$ cat src/rtl/core/tmcw_pkg.sv
// Package for the text-mode console writer: item structs, control codes,
// controller states and the command/status bundles between control and datapath.
// No dependencies.
`default_nettype none

package tmcw_pkg;

	// Default screen geometry
	localparam int COLUMNS_DEF = 80;
	localparam int ROWS_DEF    = 25;

	// Width of the cursor position and cell index fields
	localparam int POS_W = 11;

	// Action codes
	localparam logic [1:0] ACT_PUT   = 2'd0;
	localparam logic [1:0] ACT_CLEAR = 2'd1;
	localparam logic [1:0] ACT_READ  = 2'd2;

	// Character codes
	localparam logic [7:0] CH_BS       = 8'h08;
	localparam logic [7:0] CH_TAB      = 8'h09;
	localparam logic [7:0] CH_LF       = 8'h0A;
	localparam logic [7:0] CH_CR       = 8'h0D;
	localparam logic [7:0] CH_PRINT_LO = 8'h20;
	localparam logic [7:0] CH_PRINT_HI = 8'h7F;
	localparam logic [7:0] SPACE_CODE  = 8'h20;

	localparam int TAB_STEP = 8;

	// Attribute after reset, and the blank cell the reset sweep writes
	localparam logic [7:0]  RESET_ATTR  = 8'h0F;
	localparam logic [15:0] RESET_BLANK = {RESET_ATTR, SPACE_CODE};

	typedef struct packed {
		logic [1:0]       action;
		logic [7:0]       char_code;
		logic [POS_W-1:0] cell_index;
	} tmcw_in_t;

	typedef struct packed {
		logic [POS_W-1:0] cursor_position;
		logic [15:0]      cell_word;
		logic             scrolled;
	} tmcw_out_t;

	typedef enum logic [2:0] {
		ST_INIT,
		ST_IDLE,
		ST_FILL,
		ST_SHIFT,
		ST_BLANK,
		ST_RESULT
	} state_t;

	// Store operation for the current cycle
	typedef enum logic [1:0] {
		OP_NONE,
		OP_INIT,
		OP_BLANK,
		OP_SHIFT
	} dp_op_t;

	typedef struct packed {
		dp_op_t op;
		logic   accept;
		logic   cnt_clr;
		logic   cnt_inc;
		logic   load;
	} ctl_cmd_t;

	typedef struct packed {
		logic cnt_last;
		logic shift_end;
		logic put_scroll;
		logic out_busy;
	} dp_stat_t;

endpackage

`default_nettype wire

$ cat src/rtl/core/tmcw_ctrl.sv
// Controller state machine of the text-mode console writer: sequences the
// reset sweep, clear, scroll and result hand-off. Depends on tmcw_pkg.
`default_nettype none

module tmcw_ctrl (
	input  wire logic             clk,
	input  wire logic             arst_n,
	input  wire logic             in_valid,
	input  wire logic [1:0]       action,
	input  wire tmcw_pkg::dp_stat_t stat,
	output tmcw_pkg::ctl_cmd_t    cmd,
	output logic                  in_stall
);
	import tmcw_pkg::*;

	state_t state_q, state_n;

	// State register
	always_ff @(posedge clk or negedge arst_n) begin
		if (!arst_n) begin
			state_q <= ST_INIT;
		end else begin
			state_q <= state_n;
		end
	end

	// Next state and commands
	always_comb begin
		state_n = state_q;
		cmd     = '0;
		cmd.op  = OP_NONE;
		unique case (state_q)
			ST_INIT: begin
				cmd.op = OP_INIT;
				if (stat.cnt_last) begin
					state_n = ST_IDLE;
				end else begin
					cmd.cnt_inc = 1'b1;
				end
			end
			ST_IDLE: begin
				if (in_valid) begin
					cmd.accept  = 1'b1;
					cmd.cnt_clr = 1'b1;
					unique case (action)
						ACT_PUT:   state_n = stat.put_scroll ? ST_SHIFT : ST_RESULT;
						ACT_CLEAR: state_n = ST_FILL;
						default:   state_n = ST_RESULT;
					endcase
				end
			end
			ST_FILL: begin
				cmd.op = OP_BLANK;
				if (stat.cnt_last) begin
					state_n = ST_RESULT;
				end else begin
					cmd.cnt_inc = 1'b1;
				end
			end
			ST_SHIFT: begin
				cmd.op = OP_SHIFT;
				if (stat.shift_end) begin
					state_n = ST_BLANK;
				end else begin
					cmd.cnt_inc = 1'b1;
				end
			end
			ST_BLANK: begin
				cmd.op = OP_BLANK;
				if (stat.cnt_last) begin
					state_n = ST_RESULT;
				end else begin
					cmd.cnt_inc = 1'b1;
				end
			end
			ST_RESULT: begin
				if (!stat.out_busy) begin
					cmd.load = 1'b1;
					state_n  = ST_IDLE;
				end
			end
			default: begin
				state_n = ST_IDLE;
			end
		endcase
	end

	// Take items only between operations
	assign in_stall = (state_q != ST_IDLE);

`ifndef SYNTH
	a_stall_after_accept: assert property (@(posedge clk) disable iff (!arst_n)
		in_valid && !in_stall |=> in_stall)
		else $error("item accepted while the previous one is in progress");

	a_shift_holds: assert property (@(posedge clk) disable iff (!arst_n)
		state_q == ST_SHIFT && !stat.shift_end |=> state_q == ST_SHIFT)
		else $error("scroll copy left before its end");

	a_load_to_idle: assert property (@(posedge clk) disable iff (!arst_n)
		cmd.load |=> state_q == ST_IDLE && !in_stall)
		else $error("result loaded without returning to idle");
`endif

endmodule

`default_nettype wire

$ cat config.mk
export PLATFORM = sky130hd
export DESIGN_NAME = tmcw_ctrl
export DESIGN_NICKNAME = d
export VERILOG_FILES = /design/src/rtl/core/tmcw_pkg.sv /design/src/rtl/core/tmcw_ctrl.sv
export SDC_FILE = /design/constraint.sdc
export NUM_CORES = 1
export LEC_CHECK = 0
export BUFFER_PORTS_ARGS = -buffer_cell sky130_fd_sc_hd__buf_4
export CAP_MARGIN = 30
export CORE_AREA = 2 2 39 41
export CTS_CLUSTER_DIAMETER = 30
export DETAILED_ROUTE_END_ITERATION = 10
export DIE_AREA = 0 0 41 43
export PLACE_DENSITY_LB_ADDON = 0.12
export SLEW_MARGIN = 0
export SYNTH_ARGS = -nofsm -noshare
export SYNTH_HDL_FRONTEND = slang
export SYNTH_SLANG_ARGS = --single-unit
$ cat constraint.sdc
create_clock -name clk -period 1.4 [get_ports clk]
set_input_delay 0 -clock clk [delete_from_list [all_inputs] [get_ports clk]]
set_output_delay 0 -clock clk [all_outputs]
set_load 0.01 [all_outputs]
==> impl_results.md <==
- Clock skew: 0.875 ps
- Max cap viols: 0
- Top FF cell, synth: dfrtp_1
- Post-synthesis adder-cell area fraction: 0%
- All-Layer GR Usage: 11.4%
- Clock period minus worst slack: between 1000 and 1500 ps
- CP max stage cell: or4_4
- Top Registers: state_q x3
- Initial Util: 19.3%
- TritonRoute pass-1 iters: 2
- Die Height: 43 µm
- Simple-gate share of the synthesized area: 32.9%
- Largest net degree at the start of global routing: 7
- Post-synth EDFFs: 0
- Distinct cells, synth: 22
- Gpl congestion: 0.868
- Pre-CTS setup slack: ~22 ps
- R2R cell count: 3
- Fillcell total: approximately 150
- First-pass GRT wire length: 1300 µm
- Commonest cells after routing, fill and taps aside: buf_4, inv_1, nor2_1, clkbuf_4
- Biggest register: state_q
- DRC: 0
- Syn nets: 44
- Lkg Pwr: ~0.23 nW
- CTS max path bufs: 2
- Post-synthesis xor/xnor area fraction: 3.29%
- Cells after synthesis: 35
- Grt ovf: 0
- FF-to-FF setup slack: 10 ps
- Seq/Total Area, Yosys: 28.2%
- Crit-path cells: nor4bb_4, or4_4, o31ai_4
- Crit path capture type: flip-flop
- Outcome: complete, no violations
- Largest family of logic cells by synthesized area: simple AND/OR/NAND/NOR gates
- Clock transition at path regs: about 40 ps
- Fmax: 0.719 GHz
- CP max FO: 5
- Critical path's top delay family: simple AND/OR/NAND/NOR gates
- Slew margin rel.: about three quarters
- TritonCTS Buffers: 3
- I/O pin cnt: 16
- Critical setup path kind: reg2reg
- Row Count: 14
- Avg Cell Area, Syn: approximately 7.6 µm²
- CP Data Required Time: approximately 1500 ps
- Wire length per cell: between 10 and 15 µm
- Initial antenna violation count: 0
- Dpl cell area: 390 µm²
- Largest register FFs: 3
- Nets: between 60 and 70
- Multiplexer area fraction after synthesis: 0%
- Crit path largest cell delay: 520 ps
- Seq cells post-synth: 3
- CTS tree: yes
- Vias post-DR: ~320
- # setup viols final: 0
- DP HPWL: 598 µm
- RSZ-0062 raised after global routing: true
- Final instance area: between 400 and 500 µm²
- Cell Area, Synth: 267 µm²
- Fin. Hold Viols: 0
- Total die area: 0.00176 mm²
- Ys async rst share: between 90% and 100%
- H-tree levels: 1
- Final wirelength: 799 µm
- Clock sink count: 3
- N_diodes: 0
- Hold Crit Class: in2async
- Initial DRC Count: 3
- Clock Tree Root: clkbuf_4
- Final critical-path setup slack: slightly above 10 ps
- Clk_lat worst skew: 240 ps
- Synth Area in Compound Gates: 19.7%
- Max Slew Vio Count: 0
- Worst R2R End: state_q[2]
- Startpoint types: flip-flop
- Syn-to-layout area delta: 77.5%
- CP bufs+invs: 0
- Port bufs: 15
- Vias per cell: 4.51
- R2R Path Start: state_q[0]
- Placeable Area: 0.00138 mm²
- Arrival time worst endpoint: 1530 ps
- Die width: approximately 41 µm
- Final ANT Viol Nets: 0
- Vias in the first global route: 303
- Fin crit share: 99.3%
- Synth warnings: 0
- Slew of the pin with the lowest slew margin: roughly 360 ps
- Layout cell share with drive strength beyond 1: 51.9%
- Maximum VDD drop: approximately 0.8 mV
- Power density cells: 2100 mW/mm²
- Commonest non-fill, non-tap cell in the layout: buf_4
-- report_power, final --
| part | switching [mW] | leakage (nW) | internal, mW |
|---|---|---|---|
| Combinational | 0.323 | 0.184 | 0.338 |
| Clock | 0.0514 | 0.0150 | 0.107 |
| Sequential | 0.0481 | 0.0350 | 0.127 |
-- final cells by class --
class / count / area [µm²] / share of cell area, %
multi-input combinational: 25 / 194 / 41.0
tap: 16 / 20.0 / 4.23
timing repair buffer: 19 / 145 / 30.7
inverter: 3 / 11.3 / 2.38
clock buffer: 4 / 26.3 / 5.56
sequential: 3 / 76.3 / 16.1
-- through the flow --
step           total power [mW]  TNS, ps  utilization [%]  std cells  hold slack, ps
2_1_floorplan             0.502        0                -         35            -296
3_3_place_gp              0.706        0             28.2         65            -206
3_5_place_dp              0.702        0             28.2         65            -207
4_1_cts                   0.916    -9.16             31.9         70            93.5
5_1_grt                    1.09    -95.1             34.2         70             110
6_report                  0.994        0             34.2         70            97.8
-- logic make-up (layout without fill, tap and decap cells) --
kind of cell | count (synthesis) | in the layout
xor+xnor | 1 | 1
compound gates | 8 | 8
flops | 3 | 3
simple gates | 16 | 16
buf+inv | 7 | 26
-- worst max path at each step --
stage,startpoint,end,slack [ps],cells after the start
6_report,state_q[0],state_q[2],10,3
5_1_grt,state_q[0],state_q[2],-60,3
4_1_cts,state_q[1],state_q[2],-9,3
3_5_place_dp,state_q[0],state_q[1],20,3
3_3_place_gp,state_q[1],state_q[1],50,3
2_1_floorplan,state_q[0],state_q[1],10,4
-- synthesized netlist by cell type, types with 2 or more instances --
cell / n / area (µm²)
nor3_1: 2 / 10.0
buf_4: 2 / 15.0
nor2_1: 4 / 15.0
nand2_1: 2 / 7.51
inv_1: 3 / 11.3
dfrtp_1: 3 / 75.1
nand3_1: 2 / 10.0
o21ai_0: 2 / 10.0
o31ai_1: 2 / 15.0
-- repair_timing --
action	4_1_cts	5_1_grt
hold buffers	1	0
setup endpoints to repair	2	5
endpoints found under the hold margin	3	0
resized for setup	3	6
setup buffers	0	0
-- worst reg2reg max path, stage by stage (launching register included) --
cell and delay (ps):
dfrtp_1 400, nor4bb_4 190, or4_4 520, o31ai_4 190
-- per-layer routing --
metal	GRT usage, %	up-vias	wire length, µm
met2	16.9	10	439
met4	2.00	0	0
met5	0	-	0
li1	-	161	-
met1	13.3	145	311
met3	7.85	0	47
Power figures use the tool's default switching activity.
